===== src/rtl/t2rgba_pkg.sv =====
// Shared types, format codes and channel widening functions for the texel converter.
package t2rgba_pkg;

    typedef enum logic [3:0] {
        FMT_RGBA8       = 4'd0,
        FMT_BGRA8       = 4'd1,
        FMT_R8          = 4'd2,
        FMT_RG8         = 4'd3,
        FMT_R5G6B5      = 4'd4,
        FMT_A1R5G5B5    = 4'd5,
        FMT_A4R4G4B4    = 4'd6,
        FMT_RGB8_SIGNED = 4'd7,
        FMT_RAW32       = 4'd8,
        FMT_UNSUPPORTED = 4'd9
    } t2rgba_fmt_t;

    localparam logic [7:0] CHAN_MAX  = 8'hFF;
    localparam logic [7:0] SIGN_FLIP = 8'h80;

    typedef struct packed {
        logic [31:0] texel_word;
        logic        image_end;
    } t2rgba_in_t;

    typedef struct packed {
        logic [7:0] red;
        logic [7:0] green;
        logic [7:0] blue;
        logic [7:0] alpha;
        logic       unsupported;
        logic       image_end_out;
    } t2rgba_out_t;

    // floor(v*255/31) = 8v + floor(7v/31); the correction steps at v = 5,9,14,18,23,27,31
    function automatic logic [7:0] widen5(input logic [4:0] v);
        logic [2:0] corr;
        corr = {2'b00, v >= 5'd5}  + {2'b00, v >= 5'd9}  + {2'b00, v >= 5'd14}
             + {2'b00, v >= 5'd18} + {2'b00, v >= 5'd23} + {2'b00, v >= 5'd27}
             + {2'b00, v >= 5'd31};
        return {v, 3'b000} + {5'b00000, corr};
    endfunction

    // floor(v*255/63) = 4v + floor(v/21)
    function automatic logic [7:0] widen6(input logic [5:0] v);
        logic [1:0] corr;
        corr = {1'b0, v >= 6'd21} + {1'b0, v >= 6'd42} + {1'b0, v >= 6'd63};
        return {v, 2'b00} + {6'b000000, corr};
    endfunction

    // v*17 is nibble replication
    function automatic logic [7:0] widen4(input logic [3:0] v);
        return {v, v};
    endfunction

endpackage


===== src/rtl/t2rgba_convert.sv =====
// Combinational texel decode: one source word to one RGBA8 result.
module t2rgba_convert (
    input  logic [3:0]              source_format,
    input  t2rgba_pkg::t2rgba_in_t  texel,
    output t2rgba_pkg::t2rgba_out_t pixel
);
    import t2rgba_pkg::*;

    logic [7:0]  b0, b1, b2, b3;
    logic [15:0] px;

    assign b0 = texel.texel_word[7:0];
    assign b1 = texel.texel_word[15:8];
    assign b2 = texel.texel_word[23:16];
    assign b3 = texel.texel_word[31:24];
    assign px = texel.texel_word[15:0];

    always_comb begin
        pixel               = '0;
        pixel.image_end_out = texel.image_end;
        case (source_format)
            FMT_RGBA8, FMT_RAW32: begin
                pixel.red   = b0;
                pixel.green = b1;
                pixel.blue  = b2;
                pixel.alpha = b3;
            end
            FMT_BGRA8: begin
                pixel.red   = b2;
                pixel.green = b1;
                pixel.blue  = b0;
                pixel.alpha = b3;
            end
            FMT_R8: begin
                pixel.red   = b0;
                pixel.green = b0;
                pixel.blue  = b0;
                pixel.alpha = CHAN_MAX;
            end
            FMT_RG8: begin
                pixel.red   = b0;
                pixel.green = b1;
                pixel.alpha = CHAN_MAX;
            end
            FMT_R5G6B5: begin
                pixel.red   = widen5(px[15:11]);
                pixel.green = widen6(px[10:5]);
                pixel.blue  = widen5(px[4:0]);
                pixel.alpha = CHAN_MAX;
            end
            FMT_A1R5G5B5: begin
                pixel.red   = widen5(px[14:10]);
                pixel.green = widen5(px[9:5]);
                pixel.blue  = widen5(px[4:0]);
                pixel.alpha = px[15] ? CHAN_MAX : 8'h00;
            end
            FMT_A4R4G4B4: begin
                pixel.red   = widen4(px[11:8]);
                pixel.green = widen4(px[7:4]);
                pixel.blue  = widen4(px[3:0]);
                pixel.alpha = widen4(px[15:12]);
            end
            FMT_RGB8_SIGNED: begin
                pixel.red   = b0 ^ SIGN_FLIP;
                pixel.green = b1 ^ SIGN_FLIP;
                pixel.blue  = b2 ^ SIGN_FLIP;
                pixel.alpha = CHAN_MAX;
            end
            default: begin
                // unsupported and unassigned codes: zero channels, flag set
                pixel.unsupported = 1'b1;
            end
        endcase
    end

endmodule


===== src/rtl/texel_to_rgba8_converter.sv =====
// Top level of the texel to RGBA8 converter: two-stage valid/ready pipeline.
//
// Converts one source texel per transaction into one RGBA8 result, at a
// sustained rate of one texel per clock while m_ready stays high. The
// texel lands in an input register, goes through the format decode, and
// lands in the result register that drives m_valid. s_ready is high
// whenever the input register is empty or moving on, so a new texel is taken
// while a finished result still waits on m_ready; with both registers full
// and m_ready low the block holds s_ready low. source_format is written
// through cfg_we/cfg_wdata and must only change while no texel is in
// flight. Codes 9 through 15 return zero channels with the unsupported flag.
// image_end rides along with its texel unchanged.
module texel_to_rgba8_converter (
    input  logic                    aclk,
    input  logic                    aresetn,
    // source texels
    input  logic                    s_valid,
    output logic                    s_ready,
    input  t2rgba_pkg::t2rgba_in_t  s_data,
    // RGBA8 results
    output logic                    m_valid,
    input  logic                    m_ready,
    output t2rgba_pkg::t2rgba_out_t m_data,
    // format register
    input  logic                    cfg_we,
    input  logic [3:0]              cfg_wdata
);
    import t2rgba_pkg::*;

    logic [3:0]  fmt_reg, fmt_next;
    logic        in_valid_reg, in_valid_next;
    t2rgba_in_t  in_data_reg, in_data_next;
    logic        out_valid_reg, out_valid_next;
    t2rgba_out_t out_data_reg, out_data_next;
    t2rgba_out_t conv_pixel;
    logic        in_advance;
    logic        s_accept;

    // result stage takes a new transaction when empty or being drained
    assign in_advance = !out_valid_reg || m_ready;
    assign s_ready    = !in_valid_reg || in_advance;
    assign s_accept   = s_valid && s_ready;

    t2rgba_convert u_convert (
        .source_format (fmt_reg),
        .texel         (in_data_reg),
        .pixel         (conv_pixel)
    );

    always_comb begin
        fmt_next = cfg_we ? cfg_wdata : fmt_reg;

        in_valid_next = in_valid_reg;
        in_data_next  = in_data_reg;
        if (s_ready) begin
            in_valid_next = s_valid;
        end
        if (s_accept) begin
            in_data_next = s_data;
        end

        out_valid_next = out_valid_reg;
        out_data_next  = out_data_reg;
        if (in_advance) begin
            out_valid_next = in_valid_reg;
            if (in_valid_reg) begin
                out_data_next = conv_pixel;
            end
        end
    end

    always_ff @(posedge aclk) begin
        if (!aresetn) begin
            fmt_reg       <= FMT_RGBA8;
            in_valid_reg  <= 1'b0;
            out_valid_reg <= 1'b0;
        end else begin
            fmt_reg       <= fmt_next;
            in_valid_reg  <= in_valid_next;
            out_valid_reg <= out_valid_next;
        end
    end

    // payload registers, no reset
    always_ff @(posedge aclk) begin
        in_data_reg  <= in_data_next;
        out_data_reg <= out_data_next;
    end

    assign m_valid = out_valid_reg;
    assign m_data  = out_data_reg;

endmodule


===== config.mk =====
export PLATFORM = sky130hd
export DESIGN_NAME = texel_to_rgba8_converter
export DESIGN_NICKNAME = d
export VERILOG_FILES = /design/src/rtl/t2rgba_pkg.sv /design/src/rtl/t2rgba_convert.sv /design/src/rtl/texel_to_rgba8_converter.sv
export SDC_FILE = /design/constraint.sdc
export NUM_CORES = 1
export LEC_CHECK = 0
export BUFFER_PORTS_ARGS = -buffer_cell sky130_fd_sc_hd__clkbuf_2
export CELL_PAD_IN_SITES_DETAIL_PLACEMENT = 1
export CELL_PAD_IN_SITES_GLOBAL_PLACEMENT = 2
export CORE_UTILIZATION = 40
export CTS_BUF_LIST = sky130_fd_sc_hd__clkbuf_16
export DETAILED_ROUTE_END_ITERATION = 12
export PLACE_DENSITY = 0.84
export SLEW_MARGIN = 20
export SYNTH_ARGS = -nofsm -noshare
export SYNTH_HDL_FRONTEND = slang
export SYNTH_HIERARCHICAL = 1
export SYNTH_SLANG_ARGS = --single-unit

===== constraint.sdc =====
create_clock -name aclk -period 6.7 [get_ports aclk]
set_input_delay 1.34 -clock aclk [delete_from_list [all_inputs] [get_ports aclk]]
set_output_delay 1.34 -clock aclk [all_outputs]
set_load 0.1 [all_outputs]

==> results.tsv, run 1 <==
metric	value	unit
total power	1.28	mW
Cells after Synth	387	
Hold-fix buffers, CTS	0	
hold crit path type	reg -> reg	
RSZ-0062 raised after global routing	no	
Max-cap violations	0	
Slew Limit Fails	0	
gr busiest metal	met2	
TritonCTS clock tree	built	
post-synthesis sequential area ratio	47.7	%
Flop pwr share	44.3	%
met3 usage	2.91	%
CORE AREA	10900	µm²
Net Sw Frac	32.1	%
Skew-Pair Late Insertion Delay	0.34	ns
post_cts resized	0	
DRT Pass-1 Iters	4	
Mapped Nets	446	
Tcrit/Tclk final	61.0	%
commonest non-fill, non-tap cell in the layout	clkbuf_2	
ratio of cells with drive above 1 in the final layout	25.3	%
vias per std cell	5.71	
syn avg cell area	11.6	µm²
DR vias	3325	
Routed wire per std cell	20.1	µm
crit start category	flip-flop	
leak pwr	1.98	nW
largest net degree at the start of global routing	68	
total grt overflow	0	
Pint	0.872	mW
Final ANT Viol Nets	0	
vias in the first global route	3245	
DRC Markers	0	
Die Y-Extent	108	µm
# Post-CTS Setup Buffers	0	
Post-synth EDFFs	67	
ys async rst share	0	%
setup TNS	0	ns
GR Util met1	28.3	%
Root Driver	clkbuf_16	
Combinational Power Share	23.4	%
Syn-to-layout area delta	15.0	%
synthesized area	4470	µm²
worst hold margin	0.425	ns
CTS Buf Count	9	
clock power share	32.3	%
Post-Route WL	11700	µm
DP HPWL	8050	µm
Syn. warnings	6	
most frequent cells in the layout	clkbuf_2, edfxtp_1, nand2_1, fa_1	
Sw Pwr	0.412	mW
Reg clk slew, reported paths	0.06	ns
CP Capture Type	flip-flop	
IO buf count	77	
Fin. Hold Viols	0	
Die X	108	µm
Worst slew margin	33.7	%
DR iter-0 viols	189	
layout net count	497	
Synth Flop Type	edfxtp_1	
status	completed	
Final Util	47.2	%
H-tree depth	3	
Final min period	4.09	ns
initial antenna violation count	0	
Slew @ Worst Pin	0.993	ns
Crit path required time	6.79	ns
Clock Sinks	73	
max reg flops	34	
# IOs	78	
# fillers	1221	
crit path DAT	4.18	ns
wire length of the first global-routing pass	18000	µm
kind of critical path	reg -> reg	
pwr/cell area	250	nW/µm²
GRT Overall Usage	21.1	%
synth unique cells	59	
site row count	38	
Seq cells post-synth	73	
starting utilization of the core area	41.1	%
antenna diode count	0	
Fmax	245	MHz
Die Area	11600	µm²
CTS Buffer Depth	2	
worst vdd ir	96.8	µV
clk_skew	0.00748	ns
routing usage on met2	33.5	%
final number of setup-violating endpoints	0	
Critical Path Fanout Max	11	
Placer Congestion	0.820	
==> per-stage QoR <==
stage	cells	setup WS (ns)	cell area [µm²]
after global routing	582	2.46	5140
after global placement	566	2.73	4860
after detailed placement	566	2.60	4860
after CTS	581	2.60	5110
final	582	2.61	5140
after floorplan	387	2.85	4470
==> Yosys cell counts, types with 8 or more instances <==
library cell / count / area, µm²
a21oi_1: 17 / 85.1
a221o_1: 15 / 150
a31oi_1: 9 / 56.3
buf_2: 8 / 40.0
buf_4: 9 / 67.6
clkbuf_1: 21 / 78.8
edfxtp_1: 67 / 2010
fa_1: 17 / 340
inv_1: 14 / 52.6
mux2i_1: 15 / 150
nand2_1: 17 / 63.8
nand2b_1: 14 / 87.6
nand3b_1: 11 / 82.6
nor2_1: 14 / 52.6
nor2b_1: 13 / 81.3
o21ai_0: 10 / 50.1
o31ai_1: 8 / 60.1
==> cell families (layout without fill, tap and decap cells) <==
family                   after synthesis  count (layout)  share of synthesized area [%]
AO/OA/AOI/OAI                        105             105                           17.6
flip-flops                            73              73                           47.7
adder cells (fa/ha/maj)               17              17                           7.61
XOR/XNOR                               1               1                          0.196
multiplexers                          19              19                           4.37
AND/OR/NAND/NOR                      116             116                           16.4
buffers and inverters                 56             111                           6.19
==> power groups by stage <==
| stage | logic [mW] | clock network, mW | registers (mW) |
|---|---|---|---|
| floorplan | 0.152 | 0 | 0.655 |
| global placement | 0.291 | 0 | 0.577 |
| detailed placement | 0.299 | 0 | 0.578 |
| CTS | 0.300 | 0.424 | 0.569 |
| global route | 0.323 | 0.436 | 0.573 |
| finish | 0.301 | 0.415 | 0.569 |
==> metal layers <==
| layer | vias to the layer above | part of all wire (%) |
|---|---|---|
| met3 | 12 | 4.1 |
| met5 | - | 0 |
| met1 | 1669 | 45 |
| met4 | 0 | 1.6 |
| met2 | 85 | 49 |
| li1 | 1559 | - |
==> area by class of cell <==
class / count / area [µm²] / share of cell area, %
timing repair buffer: 82 / 443 / 8.62
multi-input combinational: 258 / 2080 / 40.5
inverter: 14 / 52.6 / 1.02
sequential: 73 / 2130 / 41.5
clock buffer: 9 / 225 / 4.38
tap: 140 / 175 / 3.41
clock inverter: 6 / 28.8 / 0.560
==> worst max-delay path, cell delays in order (launching register included) <==
cell	delay [ns]
edfxtp_1	0.55
or2_2	0.38
o21a_1	0.21
or2_2	0.30
fa_1	0.53
inv_1	0.05
fa_1	0.51
fa_1	0.44
fa_1	0.49
o22ai_1	0.09
a221o_1	0.27
==> worst paths after layout <==
path                                 startpoint    endpoint  slack (ns)  cells after the start
worst max register to register  in_data_reg[13]  m_data[27]        2.61                     10
worst max-delay path            in_data_reg[13]  m_data[27]        2.61                     10
worst min-delay path             in_data_reg[0]   m_data[0]        0.42                      0
worst min register to register   in_data_reg[0]   m_data[0]        0.42                      0
Power figures use the tool's default switching activity.
==> run 2: changes to the inputs <==
- ABC_AREA: unset -> 1
- CORE_UTILIZATION: 40 -> 34
- PLACE_DENSITY: 0.84 -> 0.79
- clock period: 6.7 -> 4.1 ns (I/O delays scaled with it)
==> run 2 against run 1 <==
  * The run now ends with design-rule violations left
  * Die area grew 8.7%
  * Worst hold slack lost 0.0052 ns
  * Critical path type unchanged
  * Power grew 75%
  * Sequential share of layout area grew 1.3 points
  * Non-clock buffer count grew 3
  * First-iteration DRC count shrank 16%
  * Count of clock-buffer cells in the layout is the same
  * Largest cell class unchanged
==> results.tsv, run 2 <==
metric	value	unit	change
Seq cells post-synth	73		unchanged
CTS Buf Count	9		unchanged
ys async rst share	0	%	unchanged
Syn. warnings	6		unchanged
crit path DAT	3.93	ns	-0.25 ns
Placer Congestion	0.866		+5.5%
CP Capture Type	flip-flop		
DRT Pass-1 Iters	8		+4
post_cts resized	0		unchanged
DRC Markers	2		+2
most frequent cells in the layout	nand2_1, clkbuf_2, edfxtp_1		
Final ANT Viol Nets	0		unchanged
Post-synth EDFFs	67		unchanged
hold crit path type	reg -> reg		
vias per std cell	5.07		-11%
initial antenna violation count	0		unchanged
DP HPWL	8920	µm	+11%
Slew Limit Fails	0		unchanged
synth unique cells	28		-53%
ratio of cells with drive above 1 in the final layout	22.8	%	-2.6 points
Final min period	3.84	ns	-0.242 ns
CP max-delay cell	fa_1		
Layout Cells excl Fill	683		+17%
max reg flops	34		unchanged
Synth Flop Type	edfxtp_1		
DR vias	3464		+4.2%
Skew-Pair Late Insertion Delay	0.35	ns	about the same
Max-cap violations	0		unchanged
TritonCTS clock tree	built		
pwr/cell area	453	nW/µm²	+81%
antenna diode count	0		unchanged
Synth area leader	edfxtp_1		
RSZ-0062 raised after global routing	no		
Post-Route WL	12200	µm	+3.6%
synth top area cells	edfxtp_1, nand2_1, fa_1		
status	finished, violations left		
Hold-fix buffers, CTS	0		unchanged
storage element area	2130	µm²	-0.12%
Die X	112	µm	+4.3%
multi-input logic area	1690	µm²	-19%
Fmax	260	MHz	+6.3%
layout net count	594		+20%
Fin. Hold Viols	0		unchanged
leak pwr	2.31	nW	+16%
Crit path required time	4.19	ns	-2.60 ns
cells along the critical path	nor2_1 -> o21ai_0 -> or2_2 -> fa_1 -> inv_1 -> fa_1 -> fa_1 -> fa_1 -> inv_1 -> nand3_1 -> nand2_1 -> nor2_1 -> nand3_1		
Die Area	12600	µm²	+8.7%
total grt overflow	0		unchanged
GRT Overall Usage	20.6	%	-0.48 points
Critical Path Fanout Max	8		-3
slowest stage delay, CP	0.53	ns	-0.02 ns
Final Util	42.9	%	-4.4 points
H-tree depth	3		unchanged
Die Y-Extent	112	µm	+4.3%
Cells after Synth	460		+19%
vias in the first global route	3620		+12%
top-count cell post-synth	nand2_1		
Slew @ Worst Pin	0.840	ns	-0.153 ns
largest net degree at the start of global routing	35		-49%
Tcrit/Tclk final	93.8	%	+33 points
# fillers	1381		+13%
Mapped Nets	519		+16%
syn avg cell area	8.99	µm²	-22%
post-synthesis sequential area ratio	51.5	%	+3.9 points
failing checks	design-rule violations		
synthesized area	4140	µm²	-7.5%
IO buf count	77		unchanged
Syn-to-layout area delta	20.3	%	
setup TNS	0	ns	unchanged
Routed wire per std cell	17.8	µm	-12%
CTS Buffer Depth	2		unchanged
DR iter-0 viols	158		-16%
# Post-CTS Setup Buffers	0		unchanged
Root Driver	clkbuf_16		
CP dominant cell by count	fa_1		
worst hold margin	0.419	ns	-0.00525 ns
Clock Sinks	73		unchanged
Reg2Reg Setup Slack	0.26	ns	-2.36 ns
final number of setup-violating endpoints	0		unchanged
commonest non-fill, non-tap cell in the layout	nand2_1		
worst vdd ir	229	µV	+140%
Reg clk slew, reported paths	0.06	ns	about the same
crit start category	flip-flop		
site row count	39		+2.6%
Yosys top cell area share	48.6	%	+3.6 points
starting utilization of the core area	35.6	%	-5.4 points
clk_skew	0.0144	ns	+0.00694 ns
wire length of the first global-routing pass	19300	µm	+7.2%
CORE AREA	11600	µm²	+6.7%
# IOs	78		unchanged
kind of critical path	reg -> reg		
placed cell count	667		+18%
Synth top cells by count	nand2_1, edfxtp_1, nand3_1		
Worst slew margin	43.8	%	+10 points
==> run 2: changes by cell type in the layout (fill, tap and decap cells not counted), moves of 12 or more <==
cell / previous run / this run
a221o_1: 15 / 0
inv_1: 16 / 57
mux2i_1: 15 / 0
nand2_1: 17 / 118
nand2b_1: 14 / 0
nand3_1: 7 / 64
nor2_1: 14 / 42
nor2b_1: 12 / 0
o21ai_0: 10 / 22
==> run 2: final cells by class <==
type                    count  area share (%)
flip-flops and latches     73            42.8
multi-input cells         306            33.9
repair buffers             85            8.95
clock buffers               9            4.52
inverters                  60            4.52
well taps                 143            3.59
clock inverters             7            1.68
==> run 2: cell families (layout without fill, tap and decap cells) <==
kind of cell,after synthesis,in the layout,share of synthesized area [%]
simple gates,250,250,27.0
buf+inv,81,161,7.96
flops,73,73,51.5
compound gates,39,39,5.26
fa+ha+maj,17,17,8.23
==> run 2: final timing paths <==
path,startpoint,endpoint,cells past startpoint
max,in_data_reg[12],m_data[27],13
min,in_data_reg[0],m_data[0],0
max reg2reg,in_data_reg[12],m_data[27],13
min reg2reg,in_data_reg[0],m_data[0],0
==> run 2: metrics by stage <==
step	setup WS, ns	total power, mW	cell area [µm²]
after floorplan	0.465	1.32	4140
after global placement	0.395	1.44	4670
after detailed placement	0.285	1.45	4670
after CTS	0.273	2.28	4980
after global routing	0.0449	2.36	4980
final	0.256	2.25	4980
==> run 2: where the power goes <==
group | leakage [nW] | internal, mW | total (mW) | switching [mW]
clock network | 0.149 | 0.484 | 0.823 | 0.339
logic | 1.46 | 0.122 | 0.514 | 0.391
registers | 0.695 | 0.880 | 0.916 | 0.0366
total | 2.31 | 1.49 | 2.25 | 0.767
==> run 2: worst max-delay path: cells and delay by family, from the launching register on <==
kind | cells | cell delay [ns]
and+or+nand+nor | 6 | 0.84
DFF | 1 | 0.50
buffers and inverters | 2 | 0.09
adders and majority gates | 4 | 1.98
AOI/OAI and AO/OA | 1 | 0.18
==> run 2: per-layer routing <==
layer  part of all wire (%)  vias up  track usage [%]  wire length (µm)
li1                       -     1667                -                 -
met1                     45     1697             25.8              5440
met2                     49       85             34.4              5930
met3                    4.1       15             4.48               496
met4                    2.4        0             8.98               289
met5                      0        -                0                 0
==> run 3: changes to the inputs <==
- REMOVE_ABC_BUFFERS: unset -> 1
==> run 3 against run 2 <==
  * The run still ends with design-rule violations left
  * Routed wire length fell by 3.7%
  * Non-clock buffer count decreased by 2
  * Flip-flop and latch count is the same
  * Count of clock-buffer cells in the layout unchanged
  * Critical path depth is the same
  * Power decreased by 4.1%
  * Final cell count down 0.29%
  * Highest routed layer unchanged
==> results.tsv, run 3 (synthesized netlist as in run 2, its figures left out) <==
metric	value	unit	change
status	finished, violations left		
failing checks	design-rule violations		
final number of setup-violating endpoints	0		unchanged
Reg clk slew, reported paths	0.06	ns	about the same
wire length of the first global-routing pass	18600	µm	-3.2%
post_cts resized	0		unchanged
Final min period	3.79	ns	-0.0506 ns
RSZ-0062 raised after global routing	no		
Crit path required time	4.19	ns	about the same
DP HPWL	8760	µm	-1.8%
total power	2.16	mW	-4.1%
CTS Buffer Depth	2		unchanged
Die Y-Extent	112	µm	unchanged
Syn-to-layout area delta	19.2	%	
clock power share	33.9	%	-2.6 points
Die X	112	µm	unchanged
Skew-Pair Late Insertion Delay	0.34	ns	about the same
site row count	39		unchanged
Critical Path Fanout Max	8		unchanged
worst vdd ir	249	µV	+8.9%
Combinational Power Share	23.5	%	+0.7 points
Die Area	12600	µm²	unchanged
Sw Pwr	0.746	mW	-2.7%
H-tree depth	3		unchanged
Final ANT Viol Nets	0		unchanged
CP Capture Type	flip-flop		
Max-cap violations	0		unchanged
storage element area	2130	µm²	unchanged
placed cell areas	4650	µm²	-0.32%
clk_skew	0.00984	ns	-0.00458 ns
max reg flops	34		unchanged
# Post-CTS Setup Buffers	0		unchanged
ratio of cells with drive above 1 in the final layout	22.5	%	-0.29 points
commonest non-fill, non-tap cell in the layout	nand2_1		
hold crit path type	reg -> reg		
starting utilization of the core area	35.6	%	unchanged
setup TNS	0	ns	unchanged
# IOs	78		unchanged
leak pwr	2.28	nW	-1.0%
Clock Sinks	73		unchanged
DRT Pass-1 Iters	9		+1
crit path DAT	3.89	ns	-0.04 ns
Slew @ Worst Pin	0.828	ns	-0.0117 ns
multi-input logic area	1690	µm²	unchanged
# fillers	1405		+1.7%
Routed wire per std cell	17.2	µm	-3.4%
Fmax	264	MHz	+1.3%
most frequent cells in the layout	nand2_1, clkbuf_2, edfxtp_1		
CORE AREA	11600	µm²	unchanged
Worst slew margin	44.7	%	+0.86 points
final instance area	4930	µm²	-0.93%
worst hold margin	0.420	ns	+0.00101 ns
Flop pwr share	42.5	%	+1.8 points
pwr/cell area	438	nW/µm²	-3.2%
layout net count	592		-0.34%
TritonCTS clock tree	built		
DRC Markers	3		+1
CTS Buf Count	9		unchanged
total grt overflow	0		unchanged
DR vias	3406		-1.7%
initial antenna violation count	0		unchanged
Post-Route WL	11700	µm	-3.7%
GRT Overall Usage	19.8	%	-0.83 points
Root Driver	clkbuf_16		
IO buf count	77		unchanged
largest net degree at the start of global routing	36		+2.9%
Slew Limit Fails	0		unchanged
Pint	1.41	mW	-4.8%
Hold-fix buffers, CTS	0		unchanged
DR iter-0 viols	180		+14%
vias per std cell	5.00		-1.4%
Fin. Hold Viols	0		unchanged
vias in the first global route	3476		-4.0%
Tcrit/Tclk final	92.5	%	-1.2 points
antenna diode count	0		unchanged
kind of critical path	reg -> reg		
Placer Congestion	0.829		-4.2%
Net Sw Frac	34.5	%	+0.49 points
crit start category	flip-flop		
[run 3: cell count changes in the layout (fill, tap and decap cells not counted), sizes merged]
cell,before,now
bufinv,1,0
clkinv,0,4
inv,65,62
buf,8,6
[run 3: metal layers]
| layer | GRT usage, % | wire length [µm] | share of wire [%] | vias to the layer above |
|---|---|---|---|---|
| met5 | 0 | 0 | 0 | - |
| met2 | 33.5 | 5860 | 50 | 93 |
| met1 | 25.5 | 5130 | 44 | 1645 |
| met4 | 6.04 | 159 | 1.4 | 0 |
| li1 | - | - | - | 1656 |
| met3 | 4.05 | 552 | 4.7 | 12 |
[run 3: area by class of cell]
class	count	share of cell area, %
Timing Repair Buffer	83	8.73
Multi-Input combinational cell	306	34.2
Clock buffer	9	4.57
Clock inverter	7	1.07
Inverter	60	4.57
Sequential cell	73	43.2
Tap cell	143	3.63
[run 3: critical path, cell delays in order, from the launching register on]
cell	delay, ns
edfxtp_1	0.51
nor2_1	0.22
o21ai_0	0.16
or2_2	0.32
fa_1	0.53
inv_1	0.05
fa_1	0.50
fa_1	0.45
fa_1	0.49
inv_1	0.04
nand3_1	0.07
nand2_1	0.06
nor2_1	0.08
nand3_1	0.06
[run 3: worst paths after layout]
path,from,to,cells past startpoint,slack (ns)
setup / recovery,in_data_reg[12],m_data[27],13,0.31
hold / removal,in_data_reg[0],m_data[0],0,0.42
setup reg to reg,in_data_reg[12],m_data[27],13,0.31
hold reg to reg,in_data_reg[0],m_data[0],0,0.42
[run 3: power groups by stage]
| stage | Clock, mW | Sequential [mW] | Combinational, mW |
|---|---|---|---|
| 2_1_floorplan | 0 | 1.10 | 0.204 |
| 3_5_place_dp | 0 | 0.935 | 0.515 |
| 4_1_cts | 0.755 | 0.920 | 0.515 |
| 6_report | 0.733 | 0.918 | 0.509 |
| 5_1_grt | 0.776 | 0.924 | 0.559 |
| 3_3_place_gp | 0 | 0.933 | 0.505 |
[run 3: stage by stage]
step	cells	worst slack (ns)	util, %
6_report	681	0.306	42.5
5_1_grt	681	0.0625	42.5
4_1_cts	681	0.311	42.5
3_5_place_dp	665	0.331	40.1
3_3_place_gp	665	0.401	40.1
2_1_floorplan	439	0.497	-
